===== src/rtl/core/priority_ready_queue_assert.svh =====
// assertion macros shared by the priority ready queue modules
`ifndef PRIORITY_READY_QUEUE_ASSERT_SVH
`define PRIORITY_READY_QUEUE_ASSERT_SVH

// same-cycle implication under active-low reset
`define PRQ_ASSERT_NOW(label, clk, rst_n, ante, cons) \
	label: assert property (@(posedge clk) disable iff (!(rst_n)) (ante) |-> (cons)) \
		else $error("priority_ready_queue assertion failed");

// next-cycle implication under active-low reset
`define PRQ_ASSERT_NEXT(label, clk, rst_n, ante, cons) \
	label: assert property (@(posedge clk) disable iff (!(rst_n)) (ante) |=> (cons)) \
		else $error("priority_ready_queue assertion failed");

`endif


===== src/rtl/core/prq_pkg.sv =====
// shared types and constants of the priority ready queue
package prq_pkg;

	localparam int unsigned QUEUE_DEPTH_DEF = 32;
	localparam int unsigned OCC_W = 6;

	typedef enum logic [1:0] {
		MODE_ENQ   = 2'd0,
		MODE_PICK  = 2'd1,
		MODE_STEAL = 2'd2,
		MODE_NOP   = 2'd3
	} mode_t;

	typedef enum logic [1:0] {
		ST_OK       = 2'd0,
		ST_EMPTY    = 2'd1,
		ST_FULL     = 2'd2,
		ST_IDLE_IGN = 2'd3
	} status_t;

	typedef enum logic [1:0] {
		S_IDLE,
		S_EXEC,
		S_RESP
	} state_t;

	typedef struct packed {
		logic [1:0] mode;
		logic [7:0] task_id;
		logic [7:0] task_prio;
		logic       front_flag;
		logic       was_preempted;
		logic       is_idle;
		logic [7:0] running_prio;
	} in_beat_t;

	typedef struct packed {
		logic [1:0]       status;
		logic [7:0]       out_task;
		logic [7:0]       out_prio;
		logic             resched;
		logic             mark_running_front;
		logic [OCC_W-1:0] occupancy;
	} out_beat_t;

	typedef struct packed {
		logic load;
		logic exec;
	} cmd_t;

	typedef struct packed {
		logic empty;
		logic full;
	} stat_t;

endpackage


===== src/rtl/core/prq_if.sv =====
// valid/ready channel interfaces for request and response beats
interface prq_in_if;
	logic             valid;
	logic             ready;
	prq_pkg::in_beat_t data;

	modport source (output valid, output data, input ready);
	modport sink (input valid, input data, output ready);
endinterface

interface prq_out_if;
	logic               valid;
	logic               ready;
	prq_pkg::out_beat_t data;

	modport source (output valid, output data, input ready);
	modport sink (input valid, input data, output ready);
endinterface


===== src/rtl/core/prq_ctrl.sv =====
// control state machine: accept, execute, hold response
module prq_ctrl (
	input  logic           clk,
	input  logic           arst_n,
	input  logic           in_valid,
	output logic           in_ready,
	output logic           out_valid,
	input  logic           out_ready,
	input  prq_pkg::stat_t stat,
	output prq_pkg::cmd_t  cmd
);

	prq_pkg::state_t state_q;
	prq_pkg::state_t state_d;

	always_ff @(posedge clk or negedge arst_n) begin
		if (!arst_n) begin
			state_q <= prq_pkg::S_IDLE;
		end else begin
			state_q <= state_d;
		end
	end

	always_comb begin
		state_d = state_q;
		unique case (state_q)
			prq_pkg::S_IDLE: begin
				if (in_valid) begin
					state_d = prq_pkg::S_EXEC;
				end
			end
			prq_pkg::S_EXEC: begin
				state_d = prq_pkg::S_RESP;
			end
			prq_pkg::S_RESP: begin
				if (out_ready) begin
					state_d = prq_pkg::S_IDLE;
				end
			end
			default: begin
				state_d = prq_pkg::S_IDLE;
			end
		endcase
	end

	always_comb begin
		in_ready  = 1'b0;
		out_valid = 1'b0;
		cmd       = '0;
		unique case (state_q)
			prq_pkg::S_IDLE: begin
				in_ready = 1'b1;
				cmd.load = in_valid;
			end
			prq_pkg::S_EXEC: begin
				cmd.exec = 1'b1;
			end
			prq_pkg::S_RESP: begin
				out_valid = 1'b1;
			end
			default: begin
				in_ready = 1'b0;
			end
		endcase
	end

	`include "priority_ready_queue_assert.svh"

	`PRQ_ASSERT_NEXT(a_load_then_exec, clk, arst_n, cmd.load, cmd.exec && !in_ready)
	`PRQ_ASSERT_NEXT(a_exec_then_resp, clk, arst_n, cmd.exec, out_valid && !in_ready)
	`PRQ_ASSERT_NOW(a_status_excl, clk, arst_n, 1'b1, !(stat.empty && stat.full))

endmodule


===== src/rtl/core/prq_datapath.sv =====
// sorted shift-register queue cells, request latch and response register
module prq_datapath #(
	parameter int unsigned QUEUE_DEPTH = prq_pkg::QUEUE_DEPTH_DEF
) (
	input  logic                clk,
	input  logic                arst_n,
	input  logic                cfg_wr_en,
	input  logic                cfg_wr_data,
	input  prq_pkg::cmd_t       cmd,
	output prq_pkg::stat_t      stat,
	input  prq_pkg::in_beat_t   req_data,
	output prq_pkg::out_beat_t  rsp_data
);

	localparam int unsigned CNT_W = $clog2(QUEUE_DEPTH + 1);
	localparam int unsigned IDX_W = $clog2(QUEUE_DEPTH);

	logic [7:0]          cell_task_q [QUEUE_DEPTH];
	logic [7:0]          cell_prio_q [QUEUE_DEPTH];
	logic [CNT_W-1:0]    count_q;
	logic [CNT_W-1:0]    count_d;
	logic                preempt_en_q;
	prq_pkg::in_beat_t   in_q;
	prq_pkg::out_beat_t  out_q;
	prq_pkg::out_beat_t  out_d;

	logic [QUEUE_DEPTH-1:0] after_v;
	logic                   enq_ok;
	logic                   pick_ok;
	logic                   steal_ok;
	logic [IDX_W-1:0]       tail_idx;

	assign stat.empty = (count_q == '0);
	assign stat.full  = (count_q == CNT_W'(QUEUE_DEPTH));

	assign enq_ok   = (in_q.mode == prq_pkg::MODE_ENQ) && !in_q.is_idle && !stat.full;
	assign pick_ok  = (in_q.mode == prq_pkg::MODE_PICK) && !stat.empty;
	assign steal_ok = (in_q.mode == prq_pkg::MODE_STEAL) && !stat.empty;
	assign tail_idx = IDX_W'(count_q - 1'b1);

	always_ff @(posedge clk or negedge arst_n) begin
		if (!arst_n) begin
			preempt_en_q <= 1'b1;
		end else if (cfg_wr_en) begin
			preempt_en_q <= cfg_wr_data;
		end
	end

	always_ff @(posedge clk) begin
		if (cmd.load) begin
			in_q <= req_data;
		end
		if (cmd.exec) begin
			out_q <= out_d;
		end
	end

	always_ff @(posedge clk or negedge arst_n) begin
		if (!arst_n) begin
			count_q <= '0;
		end else if (cmd.exec) begin
			count_q <= count_d;
		end
	end

	for (genvar i = 0; i < QUEUE_DEPTH; i++) begin : g_cell
		logic [7:0] ins_task;
		logic [7:0] ins_prio;
		logic [7:0] up_task;
		logic [7:0] up_prio;

		// new beat goes after this entry
		assign after_v[i] = (CNT_W'(i) < count_q) &&
			(in_q.front_flag ? (cell_prio_q[i] < in_q.task_prio)
			                 : (cell_prio_q[i] <= in_q.task_prio));

		if (i == 0) begin : g_head
			assign ins_task = in_q.task_id;
			assign ins_prio = in_q.task_prio;
		end else begin : g_body
			assign ins_task = after_v[i-1] ? in_q.task_id : cell_task_q[i-1];
			assign ins_prio = after_v[i-1] ? in_q.task_prio : cell_prio_q[i-1];
		end

		if (i == QUEUE_DEPTH - 1) begin : g_last
			assign up_task = cell_task_q[i];
			assign up_prio = cell_prio_q[i];
		end else begin : g_mid
			assign up_task = cell_task_q[i+1];
			assign up_prio = cell_prio_q[i+1];
		end

		always_ff @(posedge clk) begin
			if (cmd.exec) begin
				if (enq_ok && !after_v[i]) begin
					cell_task_q[i] <= ins_task;
					cell_prio_q[i] <= ins_prio;
				end else if (pick_ok) begin
					cell_task_q[i] <= up_task;
					cell_prio_q[i] <= up_prio;
				end
			end
		end
	end

	always_comb begin
		count_d = count_q;
		out_d   = '0;
		priority if (in_q.mode == prq_pkg::MODE_ENQ) begin
			if (in_q.is_idle) begin
				out_d.status = prq_pkg::ST_IDLE_IGN;
			end else if (stat.full) begin
				out_d.status = prq_pkg::ST_FULL;
			end else begin
				count_d       = count_q + 1'b1;
				out_d.resched = !in_q.was_preempted && preempt_en_q &&
					(in_q.task_prio < in_q.running_prio);
			end
		end else if (in_q.mode == prq_pkg::MODE_PICK || in_q.mode == prq_pkg::MODE_STEAL) begin
			if (stat.empty) begin
				out_d.status = prq_pkg::ST_EMPTY;
			end else begin
				count_d = count_q - 1'b1;
				if (in_q.mode == prq_pkg::MODE_PICK) begin
					out_d.out_task = cell_task_q[0];
					out_d.out_prio = cell_prio_q[0];
				end else begin
					out_d.out_task = cell_task_q[tail_idx];
					out_d.out_prio = cell_prio_q[tail_idx];
				end
			end
		end else begin
			out_d.status = prq_pkg::ST_OK;
		end
		out_d.mark_running_front = out_d.resched;
		out_d.occupancy          = prq_pkg::OCC_W'(count_d);
	end

	assign rsp_data = out_q;

	`include "priority_ready_queue_assert.svh"

	`PRQ_ASSERT_NOW(a_count_bound, clk, arst_n, 1'b1, count_q <= CNT_W'(QUEUE_DEPTH))
	`PRQ_ASSERT_NEXT(a_enq_grows, clk, arst_n, cmd.exec && enq_ok, count_q == CNT_W'($past(count_q) + 1'b1))
	`PRQ_ASSERT_NEXT(a_remove_shrinks, clk, arst_n, cmd.exec && (pick_ok || steal_ok), count_q == CNT_W'($past(count_q) - 1'b1))
	`PRQ_ASSERT_NOW(a_head_sorted, clk, arst_n, count_q >= CNT_W'(2), cell_prio_q[0] <= cell_prio_q[1])

endmodule


===== src/rtl/core/priority_ready_queue.sv =====
// top level of the priority ready queue
// Sorted ready queue of up to QUEUE_DEPTH tasks, head most urgent (lowest priority value).
// A request beat is latched, executed, then held as a response until the response channel
// takes it; the next request is taken once that beat has left. Enqueue, pick and steal finish
// in the execute step, every cell comparing and shifting in parallel. preempt_enable resets
// to 1; the user must keep it written only while the queue is idle, not enforced by the block.
module priority_ready_queue #(
	parameter int unsigned QUEUE_DEPTH = prq_pkg::QUEUE_DEPTH_DEF
) (
	input  logic      clk,
	input  logic      arst_n,
	input  logic      cfg_wr_en,
	input  logic      cfg_wr_data,
	prq_in_if.sink    req,
	prq_out_if.source rsp
);

	prq_pkg::cmd_t  cmd;
	prq_pkg::stat_t stat;

	prq_ctrl u_ctrl (
		.clk       (clk),
		.arst_n    (arst_n),
		.in_valid  (req.valid),
		.in_ready  (req.ready),
		.out_valid (rsp.valid),
		.out_ready (rsp.ready),
		.stat      (stat),
		.cmd       (cmd)
	);

	prq_datapath #(
		.QUEUE_DEPTH (QUEUE_DEPTH)
	) u_datapath (
		.clk         (clk),
		.arst_n      (arst_n),
		.cfg_wr_en   (cfg_wr_en),
		.cfg_wr_data (cfg_wr_data),
		.cmd         (cmd),
		.stat        (stat),
		.req_data    (req.data),
		.rsp_data    (rsp.data)
	);

endmodule


===== src/flat_wrapper.sv =====
// flat-port wrapper written by rule: the top's interface ports become plain ports
module priority_ready_queue_flat 
#(
	parameter int unsigned QUEUE_DEPTH = prq_pkg::QUEUE_DEPTH_DEF
)
  (clk, arst_n, cfg_wr_en, cfg_wr_data, req_valid, req_data, req_ready, rsp_valid, rsp_data, rsp_ready);
  prq_in_if req_i ();
  prq_out_if rsp_i ();
  input  logic clk;
  input  logic arst_n;
  input  logic cfg_wr_en;
  input  logic cfg_wr_data;
  input wire logic [$bits(req_i.valid)-1:0] req_valid;
  input wire logic [$bits(req_i.data)-1:0] req_data;
  output wire logic [$bits(req_i.ready)-1:0] req_ready;
  output wire logic [$bits(rsp_i.valid)-1:0] rsp_valid;
  output wire logic [$bits(rsp_i.data)-1:0] rsp_data;
  input wire logic [$bits(rsp_i.ready)-1:0] rsp_ready;
  assign req_i.valid = req_valid;
  assign req_i.data = req_data;
  assign req_ready = req_i.ready;
  assign rsp_valid = rsp_i.valid;
  assign rsp_data = rsp_i.data;
  assign rsp_i.ready = rsp_ready;
  priority_ready_queue #(.QUEUE_DEPTH(QUEUE_DEPTH)) u_core (.clk(clk), .arst_n(arst_n), .cfg_wr_en(cfg_wr_en), .cfg_wr_data(cfg_wr_data), .req(req_i), .rsp(rsp_i));
endmodule

===== config.mk =====
export PLATFORM = sky130hd
export DESIGN_NAME = priority_ready_queue_flat
export DESIGN_NICKNAME = d
export VERILOG_FILES = /design/src/rtl/core/prq_pkg.sv /design/src/rtl/core/prq_if.sv /design/src/rtl/core/prq_ctrl.sv /design/src/rtl/core/prq_datapath.sv /design/src/rtl/core/priority_ready_queue.sv /design/src/flat_wrapper.sv
export VERILOG_INCLUDE_DIRS = /design/src /design/src/rtl/core
export SDC_FILE = /design/constraint.sdc
export NUM_CORES = 2
export LEC_CHECK = 0
export BUFFER_PORTS_ARGS = -buffer_cell sky130_fd_sc_hd__buf_2
export CAP_MARGIN = 0
export CORE_ASPECT_RATIO = 1.5
export CORE_UTILIZATION = 44
export DETAILED_ROUTE_END_ITERATION = 10
export GPL_TIMING_DRIVEN = 0
export PLACE_DENSITY = 0.56
export SYNTH_ARGS = -nofsm -noshare
export SYNTH_HDL_FRONTEND = slang
export SYNTH_SLANG_ARGS = --single-unit
export TNS_END_PERCENT = 5

===== constraint.sdc =====
create_clock -name clk -period 5.8 [get_ports clk]
set_input_delay 0.29 -clock clk [delete_from_list [all_inputs] [get_ports clk]]
set_output_delay 0.29 -clock clk [all_outputs]
set_load 0.1 [all_outputs]

Yosys cells after proc, flatten, opt, wreduce, memory -nomap -nowiden
Memories as Yosys holds them, arrays and structs flattened. Index checks and enable logic that the tools add are counted.

Bits of input ports: 35. ROM bits: 0. Output and inout port bits: 28. Latch bits: 0. Word-level logic and storage cells: 670. Register bits after elaboration: 63. Memory bits (writable): 512. Memories kept: 2.

Memory list: u_core.u_datapath.cell_prio_q (words 32, bits a word 8, read ports 33, clocked after Yosys merged registers in 0, write ports 32, line prq_datapath.sv:19) `logic [7:0] cell_prio_q [QUEUE_DEPTH];`; u_core.u_datapath.cell_task_q (words 32, bits a word 8, read ports 33, clocked after Yosys merged registers in 0, write ports 32, line prq_datapath.sv:18) `logic [7:0] cell_task_q [QUEUE_DEPTH];`.

Shift-type cells: 0. $mul: 0. Reduce and logical (&&, ||, !) cells: 112. Order comparisons: 97. Add/sub/neg operators: 2. Muxes and demuxes: 369. Eq/ne operators: 7. Div/mod/pow operators: 0. Bitwise logic cells: 66.

Operators by type and width (number): $mux W8 (126); $lt A8 B8 Y1 (33); $le A8 B8 Y1 (32); $mux W1 (231); $lt A5 B6 Y1 const A (16); $logic_and A1 B1 Y1 (69); $or A1 B1 Y1 (64); $lt A4 B6 Y1 const A (8); $logic_not A1 Y1 (36); $mux W6 (5); $lt A3 B6 Y1 const A (4); $mux W16 (1); $lt A1 B6 Y1 const A (2); $lt A2 B6 Y1 const A (2); $mux W2 (5); $add A6 B1 Y6 const B (1); $eq A6 B6 Y1 const B (1); $logic_not A6 Y1 (1); $pmux W2 S3 (1); $reduce_or A3 Y1 (2); $sub A6 B1 Y6 const B (1); $eq A2 B1 Y1 const B (2); $eq A2 B2 Y1 const B (2); $logic_not A2 Y1 (2); 4 further kinds (6).

Depth between registers and ports, before layout
An unclocked memory read counts as a cell.

Depth after elaboration: 10. Gate-level depth with buffers: 15.

Modules after synthesis
From an unflattened synthesis, not the netlist that was laid out.

Cells, all modules: 3331. Area, all modules: 42966.2 um^2.

Modules (own cells, without submodules): prq_datapath (instances 1, seq. area each 17172.7 um^2, area each 42876.1 um^2, cells an instance 3322); prq_ctrl (instances 1, seq. area each 50.0 um^2, area each 90.1 um^2, cells an instance 9).

Worst setup path after synthesis
Ideal clock, no wire load.

Path kind: register to register. Start: reg u_core.u_datapath.in_q (netlist bit u_core.u_datapath.g_cell[0].ins_prio[1]). End: mem u_core.u_datapath.cell_prio_q[23][0], enable pin. Clock period less this slack: 4131 ps. Stages on the path, launching flop included: 12. Path slack: 1669 ps. Arrival time: 3720 ps. Data required time: 5389 ps. Buffers on the path: 3. Path through: edfxtp_1 > clkbuf_1 > inv_1 > ha_1 > nor2b_1 > o211ai_1 > a21oi_1 > a2111oi_0 > o2bb2a_1 > buf_4 > buf_2 > o21ai_0.

RTL lines: start: declaration (line prq_datapath.sv:23) `prq_pkg::in_beat_t in_q;`; start signal: assignment (line prq_datapath.sv:51) `in_q <= req_data;`; end: declaration (line prq_datapath.sv:19).

Worst setup path in the final report
Start: reg u_core.u_datapath.count_q[0]. End: reg u_core.u_datapath.out_q (netlist bit u_core.u_datapath.rsp_data[16]), data pin.

Cells in the longest elaborated chain, start to end: 3.

Ends and longest elaborated chain: start: declaration (line prq_datapath.sv:20) `logic [CNT_W-1:0] count_q;`; start signal: assignment (line prq_datapath.sv:62) `count_q <= count_d;`; $sub A6 B1 Y6; $mem_v2 Z32 W8; $mux W16 (line prq_datapath.sv:124) `if (in_q.mode == prq_pkg::MODE_PICK) begin`; end signal: assignment (line prq_datapath.sv:54) `out_q <= out_d;`; end: declaration (line prq_datapath.sv:24) `prq_pkg::out_beat_t out_q;`.

Parallel ways exist; a longest one is shown, timed or not. A chain may end at the register's enable or synchronous reset.

==> results.cfg <==
[synthesis]
yosys_warnings = 0
synth_xor_area_frac = 0.00172
synth_flop_cell = edfxtp_1
synthSimpleGateAreaFrac = 0.0672
synth_fa_ha_area_frac = 0.0838
synth_fp_nets = 3551
ys_types = 74
post-synth-top-count-cell = edfxtp_1
syn_avg_cell_area_sq_um = 12.3
synth_compound_area_frac = 0.0909
syn_area_sq_um = 40000
ys_seq_elements = 575
synth_cells = 3248
seq_area_frac_synth = 0.431
yosysTopAreaCell = edfxtp_1
async_flop_share = 0.0157
muxShareOfSynthArea = 0.289
synth.area.top_cells = edfxtp_1, mux2_2, mux4_2, ha_1, mux2i_1
synth_top_area_share = 0.425
synth_enable_flop_cells = 566
synth_top_family_by_area = multiplexers
synthTopCellsByCount = edfxtp_1, mux2_2, a21oi_1

[grt]
grt_max_degree = 34
grt_use_met1 = 0.447
busiest_layer = met2
grt_use_met3 = 0.0788
grt_pass1_wl_mm = 247
grt_usage = 0.393
use_met2 = 0.625
grt.overflow.total = 0
antenna_found_initial = 29
grt_pass1_vias = 31700

[drt]
drt_first_iter_violations = 3342
num_vias = 31400
wl_mm = 180
firstDrtPassIters = 5
ant_nets = 0
vias_per_cell = 6.72
route.detailed.drc = 0
wl_per_cell_microns = 38.6

[timing]
fin_skew_ps = 32.5
setup_viol = 17
tightest_slew_ps = 1580
finalCritPeriodShare = 1.01
worst_slack_ps = -34.8
rsz0062_at_grt = false
relSlewSlack = -0.0566
fin_tns_setup_ps = -315
max_freq_ghz = 0.171
whs_ps = 120
hold_viol = 0
drv_slew = 33
period_needed_ps = 5830

[clocking]
cts_buffers = 66
cts_buffer_depth = 3
clk_pin_slew_worst_paths_ps = 60
cts_sinks = 575
htreeDepth = 3
root_buffer = clkbuf_16
tritoncts = yes
clkLatencyLatePin_ps = 680

[floorplan]
io_pins = 63
core_area_sq_um = 90200
die_w_microns = 248
start_util = 0.443
die-area_sq_um = 92100
rows = 135
die-height_microns = 371

[critical_path]
cpLargestDelayFamily = buffers and inverters
critPathMostFrequentCell = buf_2
startpoint_type = register
required_ps = 6170
path_buf_inv = 6
regToRegSetupSlack_ps = -30
critPathCaptureType = register
critical_path_class = reg2reg
arrival_ps = 6200
cp_max_fo = 10
max_stage_delay_ps = 710
slowest_stage = clkbuf_1
path_cells = buf_2, buf_6, buf_2, inv_1, ha_1, buf_2, clkbuf_1, mux4_2, mux4_2, mux2i_1, o21ai_0, nor2b_1

[final_layout]
instances_no_fill = 4673
drive_gt1_frac = 0.292
area_growth_pct = 12.3
fin_nets = 3748
post-route-util = 0.498
fill_cells = 8013

[pwr]
vdd_drop_max_v = 0.000303
power_density_nw_per_um2 = 570
p_leak_nw = 16.7

[placed_design]
dpl.hpwl_mm = 137
gp_congestion = 1.04
numPortBuffers = 62
dp_cells = 4507
dp_slack_ps = 88.0

[min_path]
hp-class = in2async

[status]
run_status = complete, but fails checks
violations = max-capacitance violations, max-slew violations, negative setup slack

[job]
drv_cap = 3
-- power by group --
group	switching [mW]	internal, mW
sequential	0.774	5.90
combinational	8.89	5.66
clock	1.92	2.47
total	11.6	14.0
-- registers in the layout, indices dropped and copies added (netlist names) --
name,flops
u_core.u_datapath.cell_task_q,256
u_core.u_datapath.g_cell.ins_task,8
u_core.u_ctrl.state_q,2
u_core.u_datapath.preempt_en_q,1
u_core.u_datapath.in_q,13
u_core.u_datapath.cell_prio_q,256
u_core.u_datapath.g_cell.ins_prio,8
u_core.u_datapath.count_q,6
u_core.u_datapath.rsp_data,25
-- worst paths after layout --
kind,start,to,cells after the start
min in group clk,req_data[27],u_core.u_datapath.in_q[27],2
min,arst_n,u_core.u_datapath.count_q[5],2
max,u_core.u_datapath.count_q[0],u_core.u_datapath.rsp_data[16],12
max reg2reg,u_core.u_datapath.count_q[0],u_core.u_datapath.rsp_data[16],12
max in group asynchronous,arst_n,u_core.u_datapath.preempt_en_q,2
min reg2reg,u_core.u_datapath.cell_task_q[1][5],u_core.u_datapath.cell_task_q[0][5],1
-- worst register-to-register path, stage by stage (launching register included) --
cell and delay, ps:
dfrtp_1 380, buf_2 230, buf_6 260, buf_2 630, inv_1 250, ha_1 620, buf_2 640, clkbuf_1 720
mux4_2 480, mux4_2 600, mux2i_1 400, o21ai_0 150, nor2b_1 170
-- routing by layer --
layer | vias up | share of wire
met5 | - | 0.00029
met1 | 16000 | 0.35
li1 | 13000 | -
met3 | 593 | 0.082
met2 | 1863 | 0.47
met4 | 8 | 0.10
-- cells by family after synthesis --
group                      count (synthesis)
AOI/OAI and AO/OA                        613
xor gates and xnor gates                   7
adders and majority gates                268
buffers and inverters                    301
DFF                                      575
muxes                                    894
and+or+nand+nor                          590
-- cell usage in the layout (no fill, tap or decap), types with 28 or more instances in the layout --
master,count
o21ai_0,120
buf_2,148
nand2_1,181
nor2_1,230
o211ai_1,28
ha_1,268
buf_4,46
clkbuf_1,89
nor2b_1,46
dlygate4sd3_1,34
mux2_2,447
nand4_1,53
mux2i_1,262
mux4_2,160
a21oi_1,300
o21ai_1,45
edfxtp_1,566
inv_1,54
clkbuf_16,71
-- metrics by stage --
step	area [sq um]	total power [mW]
after floorplan	40000	15.4
final	44900	25.6
after detailed placement	42400	20.9
after global routing	44900	26.2
after global placement	41800	20.4
after CTS	44900	25.3
-- area by class of cell --
class / count / area [sq um] / area share
Clock inverter: 33 / 294 / 0.00655
Inverter: 62 / 234 / 0.00521
Clock buffer: 86 / 1840 / 0.0410
Antenna cell: 13 / 32.5 / 0.000724
Sequential cell: 575 / 17200 / 0.383
Buffer: 239 / 1280 / 0.0286
Timing Repair Buffer: 129 / 1190 / 0.0265
Multi-Input combinational cell: 2372 / 21400 / 0.476
Tap cell: 1164 / 1460 / 0.0324
-- timing repair --
| action | CTS | global route |
|---|---|---|
| gates resized for setup | 0 | 6 |
| endpoints found under the hold margin | 41 | 0 |
| hold buffers | 34 | 0 |
| endpoints found under the setup margin | 0 | 22 |
| setup buffers | 0 | 0 |
Note: power is estimated with default switching activity, not from simulation.
